**config.mk**
```make
export PLATFORM = sky130hd
export DESIGN_NAME = sprite_rle_word_decoder_flat
export DESIGN_NICKNAME = d
export VERILOG_FILES = /design/src/sprd_pkg.sv /design/src/sprd_word_if.sv /design/src/sprd_span_if.sv /design/src/sprite_rle_word_decoder.sv /design/src/flat_wrapper.sv
export SDC_FILE = /design/constraint.sdc
export NUM_CORES = 1
export LEC_CHECK = 0
export BUFFER_PORTS_ARGS = -buffer_cell sky130_fd_sc_hd__buf_2
export CAP_MARGIN = 20
export CORE_AREA = 10 10 130 132
export CTS_CLUSTER_DIAMETER = 40
export DETAILED_ROUTE_END_ITERATION = 16
export DIE_AREA = 0 0 140 142
export GPL_ROUTABILITY_DRIVEN = 0
export PLACE_DENSITY_LB_ADDON = 0.1
export REMOVE_ABC_BUFFERS = 1
export SLEW_MARGIN = 20
export SYNTH_ARGS = -nofsm -noshare
export SYNTH_HDL_FRONTEND = slang
export SYNTH_SLANG_ARGS = --single-unit
export TNS_END_PERCENT = 10
```
**constraint.sdc**
```tcl
create_clock -name clk -period 15.55 [get_ports clk]
set_input_delay 0.7775 -clock clk [delete_from_list [all_inputs] [get_ports clk]]
set_output_delay 0.7775 -clock clk [all_outputs]
set_load 0.01 [all_outputs]
```
**src/sprd_pkg.sv**
```systemverilog
// Shared types and constants for the sprite run-length word decoder.
package sprd_pkg;

	localparam int unsigned MAX_DIM_DEF = 4096;

	localparam int unsigned CFG_IDX_W = 1;
	localparam int unsigned CFG_DATA_W = 12;

	localparam logic [CFG_IDX_W-1:0] REG_IMAGE_WIDTH  = 1'd0;
	localparam logic [CFG_IDX_W-1:0] REG_IMAGE_HEIGHT = 1'd1;

	localparam logic [15:0] WORD_END_ROW   = 16'h0000;
	localparam logic [15:0] WORD_END_IMAGE = 16'h0100;
	localparam logic [15:0] WORD_SKIP      = 16'h0200;

	typedef enum logic [1:0] {
		KIND_FILL    = 2'd0,
		KIND_LITERAL = 2'd1,
		KIND_DONE    = 2'd2
	} span_kind_t;

	typedef enum logic [1:0] {
		PH_CONTROL = 2'd0,
		PH_SKIP    = 2'd1,
		PH_LITERAL = 2'd2
	} phase_t;

endpackage

```
**src/sprd_word_if.sv**
```systemverilog
// Coded word channel: valid/ready handshake with one 16-bit word and a restart flag.
interface sprd_word_if;
	logic        valid;
	logic        ready;
	logic [15:0] code_word;
	logic        restart;

	modport source (output valid, output code_word, output restart, input ready);
	modport sink (input valid, input code_word, input restart, output ready);
endinterface

```
**src/sprd_span_if.sv**
```systemverilog
// Span channel: valid/ready handshake carrying one clipped span item.
interface sprd_span_if;
	logic        valid;
	logic        ready;
	logic [1:0]  span_kind;
	logic [11:0] col;
	logic [11:0] row;
	logic [7:0]  span_length;
	logic [7:0]  first_index;
	logic [7:0]  second_index;

	modport source (
		output valid, output span_kind, output col, output row,
		output span_length, output first_index, output second_index,
		input ready
	);
	modport sink (
		input valid, input span_kind, input col, input row,
		input span_length, input first_index, input second_index,
		output ready
	);
endinterface

```
**src/sprite_rle_word_decoder.sv**
```systemverilog
// Top level: run-length sprite decoder turning coded words into clipped spans.
//
// Usage: coded 16-bit words enter on the words channel, one item per word,
// with restart set on the first word of a new image. Decoded spans leave on
// the spans channel: fill spans, literal pairs (one or two pixels) and at most one
// finished item per image. Words that produce no span give no output item.
// Image width and height are set through the write port (index 0 width,
// index 1 height) while no item is in flight.
// Path: a word is captured in the input register, and its span is decoded
// from there into the output register.
// Throughput: one word per cycle unless stalled; the decode state update is a
// single pass of small adds and compares between input and output registers.
// Stall: when spans.ready is low, the output register holds its span and the
// input register holds the next word; words.ready drops once both are full.
// Reset: state returns to image finished, width and height to 1; every word
// is dropped until one arrives with restart set.
module sprite_rle_word_decoder
	import sprd_pkg::*;
#(
	parameter int unsigned MAX_DIM = MAX_DIM_DEF
) (
	input  logic                  clk,
	input  logic                  arst_n,
	sprd_word_if.sink             words,
	sprd_span_if.source           spans,
	input  logic                  cfg_we,
	input  logic [CFG_IDX_W-1:0]  cfg_index,
	input  logic [CFG_DATA_W-1:0] cfg_wdata
);

	localparam int unsigned DIM_W = $clog2(MAX_DIM);
	localparam int unsigned CW = ((DIM_W > 12) ? DIM_W : 12) + 1;
	localparam logic [CW-1:0] COL_MAX = CW'(MAX_DIM - 1);

	// configuration
	logic [11:0] image_width_q;
	logic [11:0] image_height_q;

	// input register
	logic        valid_s1;
	logic [15:0] word_s1;
	logic        restart_s1;

	// decode state
	logic [11:0]      row_q;
	logic [DIM_W-1:0] col_q;
	phase_t           phase_q;
	logic [7:0]       left_q;
	logic             done_q;

	// output register
	logic        ovalid_q;
	span_kind_t  kind_q;
	logic [11:0] ocol_q;
	logic [11:0] orow_q;
	logic [7:0]  olen_q;
	logic [7:0]  ofirst_q;
	logic [7:0]  osecond_q;

	logic adv;
	assign adv = !ovalid_q || spans.ready;
	assign words.ready = !valid_s1 || adv;

	// next-state values
	logic [11:0]      row_d;
	logic [DIM_W-1:0] col_d;
	phase_t           phase_d;
	logic [7:0]       left_d;
	logic             done_d;
	logic             emit_d;
	span_kind_t       kind_d;
	logic [11:0]      ocol_d;
	logic [7:0]       olen_d;
	logic [7:0]       ofirst_d;
	logic [7:0]       osecond_d;

	function automatic logic [DIM_W-1:0] col_add(input logic [DIM_W-1:0] c,
			input logic [7:0] n);
		logic [CW:0] s;
		s = (CW+1)'(c) + (CW+1)'(n);
		if (s > (CW+1)'(COL_MAX))
			s = (CW+1)'(COL_MAX);
		return s[DIM_W-1:0];
	endfunction

	function automatic logic [7:0] clip_len(input logic [DIM_W-1:0] start,
			input logic [7:0] n, input logic [11:0] width);
		logic [CW-1:0] w;
		logic [CW-1:0] room;
		w = (CW'(width) > COL_MAX) ? COL_MAX : CW'(width);
		if (CW'(start) >= w)
			return 8'd0;
		room = w - CW'(start);
		if (CW'(n) > room)
			return room[7:0];
		return n;
	endfunction

	// finished items report row zero
	function automatic logic [11:0] fin_row(input span_kind_t k, input logic [11:0] r);
		return (k == KIND_DONE) ? 12'd0 : r;
	endfunction

	always_comb begin
		logic [7:0]       lo;
		logic [7:0]       hi;
		logic             fin;
		logic [1:0]       n_lit;
		logic [7:0]       len;
		logic [31:0]      col_ext;
		lo = word_s1[7:0];
		hi = word_s1[15:8];
		fin = 1'b0;
		n_lit = 2'd0;
		len = 8'd0;
		col_ext = 32'(col_q);
		row_d = row_q;
		col_d = col_q;
		phase_d = phase_q;
		left_d = left_q;
		done_d = done_q;
		emit_d = 1'b0;
		kind_d = KIND_FILL;
		ocol_d = col_ext[11:0];
		olen_d = 8'd0;
		ofirst_d = 8'd0;
		osecond_d = 8'd0;

		if (restart_s1) begin
			col_d = '0;
			phase_d = PH_CONTROL;
			left_d = 8'd0;
			done_d = 1'b0;
			if (image_height_q == 12'd0)
				fin = 1'b1;
			else
				row_d = image_height_q - 12'd1;
		end

		if (!fin && !done_d) begin
			unique case (phase_d)
				PH_SKIP: begin
					col_d = col_add(col_d, lo);
					if (12'(hi) > row_d) begin
						fin = 1'b1;
					end else begin
						row_d = row_d - 12'(hi);
						phase_d = PH_CONTROL;
					end
				end
				PH_LITERAL: begin
					n_lit = (left_d >= 8'd2) ? 2'd2 : left_d[1:0];
					len = clip_len(col_d, 8'(n_lit), image_width_q);
					col_ext = 32'(col_d);
					left_d = left_d - 8'(n_lit);
					if (left_d == 8'd0)
						phase_d = PH_CONTROL;
					col_d = col_add(col_d, 8'(n_lit));
					if (len != 8'd0) begin
						emit_d = 1'b1;
						kind_d = KIND_LITERAL;
						ocol_d = col_ext[11:0];
						olen_d = len;
						ofirst_d = lo;
						osecond_d = (len == 8'd2) ? hi : 8'd0;
					end
				end
				default: begin
					phase_d = PH_CONTROL;
					priority if (word_s1 == WORD_END_ROW) begin
						if (row_d == 12'd0) begin
							fin = 1'b1;
						end else begin
							row_d = row_d - 12'd1;
							col_d = '0;
						end
					end else if (word_s1 == WORD_END_IMAGE) begin
						fin = 1'b1;
					end else if (word_s1 == WORD_SKIP) begin
						phase_d = PH_SKIP;
					end else if (lo != 8'd0) begin
						len = clip_len(col_d, lo, image_width_q);
						col_ext = 32'(col_d);
						col_d = col_add(col_d, lo);
						if (len != 8'd0) begin
							emit_d = 1'b1;
							kind_d = KIND_FILL;
							ocol_d = col_ext[11:0];
							olen_d = len;
							ofirst_d = hi;
						end
					end else if (hi != 8'd0) begin
						left_d = hi;
						phase_d = PH_LITERAL;
					end
				end
			endcase
		end

		// finished image: report once and drop words until restart
		if (fin) begin
			done_d = 1'b1;
			phase_d = PH_CONTROL;
			left_d = 8'd0;
			emit_d = 1'b1;
			kind_d = KIND_DONE;
			ocol_d = 12'd0;
			olen_d = 8'd0;
			ofirst_d = 8'd0;
			osecond_d = 8'd0;
		end
	end

	always_ff @(posedge clk or negedge arst_n) begin
		if (!arst_n) begin
			image_width_q <= 12'd1;
			image_height_q <= 12'd1;
		end else if (cfg_we) begin
			unique case (cfg_index)
				REG_IMAGE_WIDTH:  image_width_q <= cfg_wdata;
				REG_IMAGE_HEIGHT: image_height_q <= cfg_wdata;
				default: ;
			endcase
		end
	end

	always_ff @(posedge clk or negedge arst_n) begin
		if (!arst_n) begin
			valid_s1 <= 1'b0;
		end else if (words.ready) begin
			valid_s1 <= words.valid;
		end
	end

	always_ff @(posedge clk) begin
		if (words.ready && words.valid) begin
			word_s1 <= words.code_word;
			restart_s1 <= words.restart;
		end
	end

	always_ff @(posedge clk or negedge arst_n) begin
		if (!arst_n) begin
			row_q <= 12'd0;
			col_q <= '0;
			phase_q <= PH_CONTROL;
			left_q <= 8'd0;
			done_q <= 1'b1;
			ovalid_q <= 1'b0;
		end else if (adv) begin
			ovalid_q <= valid_s1 && emit_d;
			if (valid_s1) begin
				row_q <= row_d;
				col_q <= col_d;
				phase_q <= phase_d;
				left_q <= left_d;
				done_q <= done_d;
			end
		end
	end

	always_ff @(posedge clk) begin
		if (adv && valid_s1 && emit_d) begin
			kind_q <= kind_d;
			ocol_q <= ocol_d;
			orow_q <= fin_row(kind_d, row_d);
			olen_q <= olen_d;
			ofirst_q <= ofirst_d;
			osecond_q <= osecond_d;
		end
	end

	assign spans.valid = ovalid_q;
	assign spans.span_kind = kind_q;
	assign spans.col = ocol_q;
	assign spans.row = orow_q;
	assign spans.span_length = olen_q;
	assign spans.first_index = ofirst_q;
	assign spans.second_index = osecond_q;

endmodule

```
**src/flat_wrapper.sv**
```systemverilog
// flat-port wrapper written by rule: the top's interface ports become plain ports
module sprite_rle_word_decoder_flat import sprd_pkg::*;
#(
	parameter int unsigned MAX_DIM = MAX_DIM_DEF
)
  (clk, arst_n, cfg_we, cfg_index, cfg_wdata, words_valid, words_code_word, words_restart, words_ready, spans_valid, spans_span_kind, spans_col, spans_row, spans_span_length, spans_first_index, spans_second_index, spans_ready);
  sprd_word_if words_i ();
  sprd_span_if spans_i ();
  input  logic clk;
  input  logic arst_n;
  input  logic cfg_we;
  input  logic [CFG_IDX_W-1:0] cfg_index;
  input  logic [CFG_DATA_W-1:0] cfg_wdata;
  input wire logic [$bits(words_i.valid)-1:0] words_valid;
  input wire logic [$bits(words_i.code_word)-1:0] words_code_word;
  input wire logic [$bits(words_i.restart)-1:0] words_restart;
  output wire logic [$bits(words_i.ready)-1:0] words_ready;
  output wire logic [$bits(spans_i.valid)-1:0] spans_valid;
  output wire logic [$bits(spans_i.span_kind)-1:0] spans_span_kind;
  output wire logic [$bits(spans_i.col)-1:0] spans_col;
  output wire logic [$bits(spans_i.row)-1:0] spans_row;
  output wire logic [$bits(spans_i.span_length)-1:0] spans_span_length;
  output wire logic [$bits(spans_i.first_index)-1:0] spans_first_index;
  output wire logic [$bits(spans_i.second_index)-1:0] spans_second_index;
  input wire logic [$bits(spans_i.ready)-1:0] spans_ready;
  assign words_i.valid = words_valid;
  assign words_i.code_word = words_code_word;
  assign words_i.restart = words_restart;
  assign words_ready = words_i.ready;
  assign spans_valid = spans_i.valid;
  assign spans_span_kind = spans_i.span_kind;
  assign spans_col = spans_i.col;
  assign spans_row = spans_i.row;
  assign spans_span_length = spans_i.span_length;
  assign spans_first_index = spans_i.first_index;
  assign spans_second_index = spans_i.second_index;
  assign spans_i.ready = spans_ready;
  sprite_rle_word_decoder #(.MAX_DIM(MAX_DIM)) u_core (.clk(clk), .arst_n(arst_n), .words(words_i), .spans(spans_i), .cfg_we(cfg_we), .cfg_index(cfg_index), .cfg_wdata(cfg_wdata));
endmodule
```
* Yosys cells after proc, flatten, opt, wreduce, memory -nomap -nowiden *
Cells that the tools add are included.
W data, S select, Z words.

operators by class
  reduce and logical (&&, ||, !) cells = 25
  bitwise logic cells = 5
  add/sub/neg operators = 7
  magnitude comparators = 7
  eq/ne operators = 6
  multiplexer cells = 119

operators with widths
  operator                 number
  $mux W8                  35
  $mux W12                 22
  $pmux W12 S2             3
  $pmux W8 S2              3
  $mux W1                  39
  $reduce_bool A8 Y1       4
  $mux W2                  14
  $gt A13 B12 Y1 const B   2
  $logic_not A12 Y1        2
  $sub A12 B1 Y12 const B  2
  $eq A16 B10 Y1 const B   1
  $eq A16 B9 Y1 const B    1
  $logic_not A16 Y1        1
  $add A12 B2 Y13          1
  $add A12 B8 Y13          1
  $gt A2 B13 Y1            1
  $gt A8 B13 Y1            1
  $sub A12 B12 Y13         1
  $ge A12 B12 Y1           1
  $gt A8 B12 Y1            1
  $sub A12 B8 Y12          1
  $eq A8 B2 Y1 const B     1
  $ge A8 B2 Y1 const B     1
  $logic_not A8 Y1         1
  other kinds (12)         29

storage, ports and cells
  output and inout bits = 52
  bits of input ports = 35
  flip-flop bits (word level) = 128
  word-level logic and storage cells = 186

* Logic depth before layout (Yosys ltp) *
Gate-level depths: netlist of the first run.

  word-level depth = 34
  mapped depth = 21

* Worst setup path after synthesis of the first run *
Ideal clock, no wire load.

  path kind = flip-flop to flip-flop
  start point = register u_core.image_height_q[1]
  end point = register u_core.ocol_q[0], in the netlist u_core.spans.col[0], enable pin
  data arrival time = 6.822 ns
  cell stages (with the launch flop) = 20
  buffers on the path = 3
  setup slack = 8.257 ns
  setup time = 0.472 ns
  data required time = 15.078 ns
  cells stage by stage = dfrtp_1 -> inv_1 -> ha_1 -> or3b_2 -> o31ai_2 -> clkbuf_1 -> o21ai_0 -> inv_1 -> ha_1 -> fa_1 -> nor2b_1 -> o31a_1 -> o221a_2 -> nor3_1 -> a311o_1 -> o211ai_2 -> and2_1 -> buf_6 -> buf_6 -> o211ai_1

between the ends
  longest elaborated chain between the ends = 10
  elaborated cells between the ends (all ways) = 19
  classes of those cells = add/sub: 1; order compare: 1; mux: 12; reduce/logical: 5

ends and longest elaborated chain
  item                                                     line                            text
  from (decl)                                              sprite_rle_word_decoder.sv:37   logic [11:0] image_height_q;
  from (signal assigned)                                   sprite_rle_word_decoder.sv:221  REG_IMAGE_HEIGHT: image_height_q <= cfg_wdata;
  branches (longest 8 deep; another with $sub A12 B1 Y12)  -
  $mux W1 *                                                sprite_rle_word_decoder.sv:201  if (fin) begin
  $logic_and A1 B1 Y1 *                                    sprite_rle_word_decoder.sv:263  if (adv && valid_s1 && emit_d) begin
  to (signal assigned)                                     sprite_rle_word_decoder.sv:265  ocol_q <= ocol_d;
  to (decl)                                                sprite_rle_word_decoder.sv:54   logic [11:0] ocol_q;

Mark *: on every way between the ends.
A chain may end at the register's enable or synchronous reset.

* Final worst setup path of the first run *
  start point = register u_core.image_height_q[0]
  end point = register u_core.orow_q[4], in the netlist u_core.spans.row[4], enable pin

between the ends
  longest elaborated chain between the ends = 10
  elaborated cells between the ends (all ways) = 19
  classes of those cells = add/sub: 1; order compare: 1; mux: 12; reduce/logical: 5

ends and longest elaborated chain
  item                                                     line                            text
  branches (longest 8 deep; another with $sub A12 B1 Y12)  -
  $mux W1 *                                                sprite_rle_word_decoder.sv:201
  $logic_and A1 B1 Y1 *                                    sprite_rle_word_decoder.sv:263
  to (signal assigned)                                     sprite_rle_word_decoder.sv:266  orow_q <= fin_row(kind_d, row_d);
  to (decl)                                                sprite_rle_word_decoder.sv:55   logic [11:0] orow_q;

Marked as above.

==> results of run 1 <==
## kinds of logic (layout without fill, tap and decap cells)
| logic type | Yosys count | in the layout |
|---|---|---|
| buffers and inverters | 107 | 181 |
| multiplexers | 38 | 38 |
| adder cells (fa/ha/maj) | 49 | 49 |
| AO/OA/AOI/OAI | 306 | 306 |
| AND/OR/NAND/NOR | 377 | 377 |
| flip-flops | 128 | 128 |
| other | 1 | 1 |
| XOR/XNOR | 26 | 26 |
## cell usage after synthesis (9+ instances only)
cell	count
mux2_2	28
clkbuf_1	35
inv_1	53
nor3_1	37
or3_1	14
nor2_1	73
a21oi_1	58
o211ai_1	17
o31ai_1	9
o21a_1	10
mux2i_1	10
and2_1	21
nand3_1	25
nor4_1	10
a22o_1	9
o21ai_0	78
xnor2_1	19
dfrtp_1	58
nor2b_1	29
or4_1	12
a211oi_1	13
nand4_1	9
ha_1	44
a31oi_1	12
nand2_1	103
edfxtp_1	67
a21o_1	13
## layout by cell type, fill, tap and decap left out, types with 7 or more instances in the layout
cell / synthesis / routed
a211oi_1: 13 / 13
a21o_1: 13 / 13
a21oi_1: 58 / 58
a221oi_1: 7 / 7
a22o_1: 9 / 9
a31oi_1: 12 / 12
and2_1: 21 / 21
buf_2: 6 / 86
buf_4: 1 / 10
clkbuf_16: 0 / 17
dfrtp_1: 58 / 58
edfxtp_1: 67 / 67
ha_1: 44 / 44
inv_1: 53 / 53
mux2_2: 28 / 28
mux2i_1: 10 / 10
nand2_1: 103 / 103
nand2b_1: 8 / 8
nand3_1: 25 / 25
nand4_1: 9 / 9
nor2_1: 73 / 73
nor2b_1: 29 / 29
nor3_1: 37 / 37
nor4_1: 10 / 10
o211ai_1: 17 / 17
o21a_1: 10 / 10
o21ai_0: 78 / 78
o22ai_1: 7 / 7
o31ai_1: 9 / 9
or3_1: 14 / 14
or4_1: 12 / 12
xnor2_1: 19 / 19
## sequential cells by signal, summed over array words and instances (netlist names), 2 cells and up
| register | flops |
|---|---|
| u_core.col_q | 12 |
| u_core.image_height_q | 12 |
| u_core.image_width_q | 12 |
| u_core.left_q | 8 |
| u_core.phase_q | 2 |
| u_core.row_q | 12 |
| u_core.spans.col | 12 |
| u_core.spans.first_index | 8 |
| u_core.spans.row | 12 |
| u_core.spans.second_index | 8 |
| u_core.spans.span_kind | 2 |
| u_core.spans.span_length | 8 |
| u_core.word_s1 | 16 |
## routing by layer
layer | track usage, % | vias to the layer above | share of wire, % | routed length [µm]
met5 | 0 | - | 0 | 0
met4 | 10.8 | 0 | 3.2 | 842
met3 | 5.41 | 76 | 8.9 | 2380
met2 | 42.5 | 482 | 47 | 12600
met1 | 35.3 | 4060 | 41 | 10800
li1 | - | 3986 | - | -
## cell type report
class,instances,area (µm²),area share (%)
Clock buffer,18,429,4.16
Clock inverter,13,115,1.11
Inverter,54,205,1.99
Multi-Input combinational cell,797,5300,51.3
Sequential cell,128,3540,34.3
Tap cell,184,230,2.23
Timing Repair Buffer,96,505,4.89
## power groups by stage
stage | clock network, mW | logic, mW | registers, mW
6_report | 0.374 | 0.631 | 0.520
5_1_grt | 0.389 | 0.705 | 0.529
4_1_cts | 0.375 | 0.624 | 0.518
3_5_place_dp | 0 | 0.620 | 0.523
3_3_place_gp | 0 | 0.606 | 0.522
2_1_floorplan | 0 | 0.441 | 0.517
## worst max path at each step
stage                                to  slack, ns  cells after the start
floorplan           u_core.spans.col[0]       8.25                     16
global placement    u_core.spans.row[1]       9.54                     17
global route        u_core.spans.col[0]       8.64                     17
finish              u_core.spans.row[4]       9.02                     17
CTS                 u_core.spans.col[5]       9.19                     17
detailed placement  u_core.spans.row[1]       9.26                     17
## worst reg2reg max path: stages (launching register included)
cell and delay [ns]:
dfstp_2 0.41, inv_1 0.07, ha_1 0.30, or3b_2 0.53
o31ai_2 0.88, o21ai_0 0.37, inv_1 0.19, ha_1 0.20
fa_1 0.22, nor2b_1 0.07, o31a_1 0.27, o221a_2 0.27
nor3_1 0.70, a311o_1 0.29, o211ai_2 0.25, and2_1 0.47
o211ai_1 0.31, buf_4 0.38
## per-stage QoR
stage | area (µm²) | worst slack, ns | utilization [%]
floorplan | 9050 | 8.25 | -
global placement | 9780 | 9.54 | 68.4
detailed placement | 9780 | 9.26 | 68.4
CTS | 10300 | 9.19 | 72.2
global route | 10300 | 8.64 | 72.2
finish | 10300 | 9.02 | 72.2
==> results.md, run 1 <==
- Cts bufs inserted: 17
- Post-synthesis average cell area: 9.01 µm²
- Ratio of cells with drive above 1 in the final layout: 17.4%
- Synth Area in XOR/XNOR: 2.60%
- Clk network pwr share: 24.5%
- DR WL/cell: 20.7 µm
- Leading cell types by total area after synthesis: edfxtp_1, dfrtp_1, ha_1, o21ai_0, nand2_1
- First-pass GRT wire length: 43600 µm
- Worst R2R Setup Slack: 9.02 ns
- Critical-path cell list: inv_1 > ha_1 > or3b_2 > o31ai_2 > o21ai_0 > inv_1 > ha_1 > fa_1 > nor2b_1 > o31a_1 > o221a_2 > nor3_1 > a311o_1 > o211ai_2 > and2_1 > o211ai_1 > buf_4
- Setup TNS: 0 ns
- Post-CTS setup buffers: 0
- Clk_skew: 0.00997 ns
- Seq cells post-synth: 128
- Crit share post-route: 42.0%
- Clk buf depth: 2
- Die area: 19900 µm²
- Cell area after synthesis: 9300 µm²
- Critical path capture point type: register
- Worst min-delay path class: register to register
- Final Power: 1.52 mW
- DR pass1 iterations: 5
- Crit path max-delay cell type: o31ai_2
- Vias in the first global route: 8283
- Pin count of the biggest net entering global routing: 62
- Final Hold Vio Count: 0
- Crit path from: u_core.image_height_q[0]
- Via count: 8604
- Combinational Power Share: 41.4%
- Primary FF master, synth: edfxtp_1
- Layout fillers: 1122
- Drt total wl: 26700 µm
- Largest family of logic cells by synthesized area: compound AO/OA/AOI/OAI gates
- Port Buffers: 86
- Hold-fix buffers, CTS: 0
- Sequential area share after synthesis: 38.1%
- Switching Share: 39.8%
- Post_cts resized: 0
- Initial antenna violation count: 0
- VDD IR max: 0.118 mV
- Sequential cell fraction of total power: 34.1%
- H-tree levels: 4
- Reg clk slew, reported paths: 0.06 ns
- WHS Endpoint: u_core.phase_q[0]
- DRC Markers: 0
- Warnings, synthesis: 0
- Top Family by Delay on Critical Path: compound AO/OA/AOI/OAI gates
- Syn-to-layout area delta: 11.1%
- Worst hold stages: 2
- Antenna cells: 0
- Die width: 140 µm
- Clk sinks: 128
- Hold slack: 0.494 ns
- Tot GR Track Use: 26.8%
- Hpwl dp: 19700 µm
- Die Y-Extent: 142 µm
- Status: finished, final reports clean
- Post-synthesis mux area share: 4.47%
- Power Internal: 0.917 mW
- Worst Path Buf+Inv: 3
- Number of enable flip-flop cells after synthesis: 67
- Tmin final: 6.53 ns
- CTS tree: done
- Clock Latency Late Sink: 0.43 ns
- Max-slew violations: 0
- Final cell count without fillers: 1290
- Max FO, Critical Path: 25
- Worst flop-to-flop path startpoint: u_core.image_height_q[0]
- Starting Density: 64.9%
- Simple-gate share of the synthesized area: 20.7%
- Slew HR: 27.6%
- # placed instances: 1259
- # IOs: 87
- Drt via density: 6.67
- Required time worst endpoint: 15.63 ns
- Worst path arrival time: 6.62 ns
- Synth Area in Adders: 6.89%
- Post-route ant nets: 0
- Mapped Cells: 1032
- Critical Path Start Type: register
- Overflow after GRT: 0
- Synth area leader: edfxtp_1
- Synth cell types: 89
- Worst Hold Launch: u_core.phase_q[0]
- Setup violators final: 0
- RSZ-0062 raised after global routing: false
- Lkg Pwr: 4.20 nW
- Post-synthesis async set-or-reset flop share: 47.7%
- Switching power: 0.607 mW
- Site row count: 44
- CTS root buf: clkbuf_16
- Initial DRC Count: 878
- Cell Pwr Density: 148 nW/µm²
- Maxcap violations: 0
- Final #Nets: 1177
- Core Footprint: 14300 µm²
- Synth top area share: 21.6%
- CP Class: register to register
- Top achievable clock speed: 153 MHz
- R2R Path End: u_core.spans.row[4]
- R2R depth: 17
- Compound-Gate Fraction of Synth Area: 22.4%
- Crit-path max cell delay: 0.88 ns
- Worst slew pin tran: 1.08 ns
Note: power is estimated with default switching activity, not from simulation.
==> run 2, diff against run 1 <==
Settings changed: CORE_AREA 10 10 130 132 to 10 10 142 144, DIE_AREA 0 0 140 142 to 0 0 152 154.
Clock period 15.55 ns to 5.78 ns, I/O delays scaled along.
==> run 2 against run 1 <==
Effect of this change: via count shrank 1.4%; critical endpoint is now u_core.spans.first_index[0]; sequential power grew to 2.7 times the previous value; utilization down 11 points; first-iteration DRC count shrank 6.6%; sequential cell count is the same; worst setup slack got worse by 8.6 ns; global-route usage decreased by 3.7 points; fmax grew 23%; critical path depth increased by 1; register-to-register slack got worse by 8.6 ns.
==> results.md, run 2 (same netlist as run 1, synthesis figures left out) <==
- Status: finished, final reports clean
- Max-slew violations: 0
- Ratio of cells with drive above 1 in the final layout: 18.6%
- Die area: 23400 µm²
- Power Internal: 2.52 mW
- Hold slack: 0.0402 ns
- Hpwl dp: 20700 µm
- CTS tree: done
- Switching Share: 40.0%
- Final Hold Vio Count: 0
- Starting Density: 54.1%
- GR Util met2: 35.3%
- Setup TNS: 0 ns
- Final Power: 4.19 mW
- Antenna cells: 0
- Port Buffers: 86
- Commonest non-fill, non-tap cell in the layout: nand2_1
- Crit share post-route: 92.1%
- CP Class: register to register
- Worst slew pin tran: 1.03 ns
- DR pass1 iterations: 5
- Final Cell Area: 10500 µm²
- RSZ-0062 raised after global routing: false
- GR Util met1: 31.0%
- Sequential cell fraction of total power: 33.6%
- DR WL/cell: 20.8 µm
- GRT Max-Usage Layer: met2
- First-pass GRT wire length: 44200 µm
- Setup violators final: 0
- Clock Latency Late Sink: 0.42 ns
- DP Area: 9950 µm²
- Vias in the first global route: 8016
- Cell Pwr Density: 398 nW/µm²
- Max reg flops: 16
- Drt via density: 6.30
- Most flops, register: u_core.word_s1
- Worst path arrival time: 5.50 ns
- Initial DRC Count: 820
- Required time worst endpoint: 5.95 ns
- Syn-to-layout area delta: 13.4%
- Layout fillers: 1581
- Site row count: 48
- Pin count of the biggest net entering global routing: 62
- Core Footprint: 17200 µm²
- Commonest cells after routing, fill and taps aside: nand2_1, buf_2, o21ai_0
- Clk buf depth: 2
- Drt total wl: 28000 µm
- Max FO, Critical Path: 9
- CTS root buf: clkbuf_16
- Tot GR Track Use: 23.0%
- Initial antenna violation count: 0
- Clk network pwr share: 25.1%
- DRC Markers: 0
- H-tree levels: 4
- Die Y-Extent: 154 µm
- Top achievable clock speed: 188 MHz
- Post-route ant nets: 0
- Clk_skew: 0.0111 ns
- Switching power: 1.67 mW
- Via count: 8483
- Clk sinks: 128
- R2R depth: 18
- Lkg Pwr: 4.31 nW
- Overflow after GRT: 0
- Critical Path Start Type: register
- Grt met3 use: 4.49%
- Slew HR: 30.7%
- # IOs: 87
- Cts bufs inserted: 17
- VDD IR max: 0.239 mV
- Reg clk slew, reported paths: 0.06 ns
- Die width: 152 µm
- Worst min-delay path class: input port to asynchronous set/reset pin
- Critical path capture point type: register
- Final #Nets: 1192
- Maxcap violations: 0
- Combinational Power Share: 41.3%
- Tmin final: 5.32 ns
- Post_cts resized: 0
[run 2: changes by cell type in the layout (fill, tap and decap cells not counted), sizes merged]
| cell | change |
|---|---|
| clkbuf | +3 |
| clkinv | -3 |
| inv | +5 |
| clkinvlp | -3 |
| bufinv | -1 |
| buf | +15 |
[run 2: power by group through the flow]
stage	Clock, mW	Combinational [mW]	Sequential, mW
5_1_grt	1.11	1.91	1.43
3_5_place_dp	0	1.70	1.42
4_1_cts	1.07	1.71	1.40
3_3_place_gp	0	1.68	1.42
6_report	1.05	1.73	1.41
2_1_floorplan	0	1.19	1.39
[run 2: layout make-up]
| cell class | instances | area, µm² | share of cell area, % |
|---|---|---|---|
| Multi-Input combinational cell | 797 | 5300 | 50.3 |
| Sequential cell | 128 | 3540 | 33.6 |
| Clock inverter | 11 | 91.3 | 0.867 |
| Tap cell | 225 | 282 | 2.67 |
| Timing Repair Buffer | 111 | 631 | 5.98 |
| Inverter | 54 | 205 | 1.95 |
| Clock buffer | 21 | 487 | 4.62 |
[run 2: metal layers]
metal	vias up	part of all wire (%)
li1	4013	-
met2	398	46
met3	58	7.4
met1	4014	44
met5	-	0
met4	0	3.3
[run 2: path summary, 6_finish.rpt]
check	start	to	slack, ns
min in group clk	words_code_word[10]	u_core.word_s1[10]	0.04
max	u_core.image_height_q[1]	u_core.spans.first_index[0]	0.46
max in group asynchronous	arst_n	u_core.left_q[0]	5.16
min	arst_n	u_core.row_q[5]	0.04
max reg2reg	u_core.image_height_q[1]	u_core.spans.first_index[0]	0.46
min reg2reg	u_core.phase_q[0]	u_core.phase_q[0]	0.47
[run 2: stage by stage]
stage | setup slack [ns] | std cells | utilization (%)
finish | 0.456 | 1347 | 61.4
floorplan | -1.52 | 979 | -
CTS | 0.350 | 1346 | 61.3
global placement | 0.486 | 1314 | 57.9
global route | 0.134 | 1347 | 61.4
detailed placement | 0.369 | 1314 | 57.9
[run 2: critical path, stage by stage (launching register included)]
cell and delay, ns:
dfrtp_1 0.41, inv_1 0.07, ha_1 0.28, or3b_2 0.52, o31ai_2 0.52, o21ai_0 0.31
inv_1 0.17, ha_1 0.20, fa_1 0.22, nor2b_1 0.07, o31a_1 0.28, o221a_2 0.28
nor3_1 0.20, buf_4 0.21, and2_0 0.42, a21oi_1 0.16, and3_1 0.26, and2_1 0.25
a22o_1 0.22
[run 2: timing repair]
item                                    CTS  global route
setup buffers                             0             1
hold buffers                              0             0
endpoints found under the setup margin    0            25
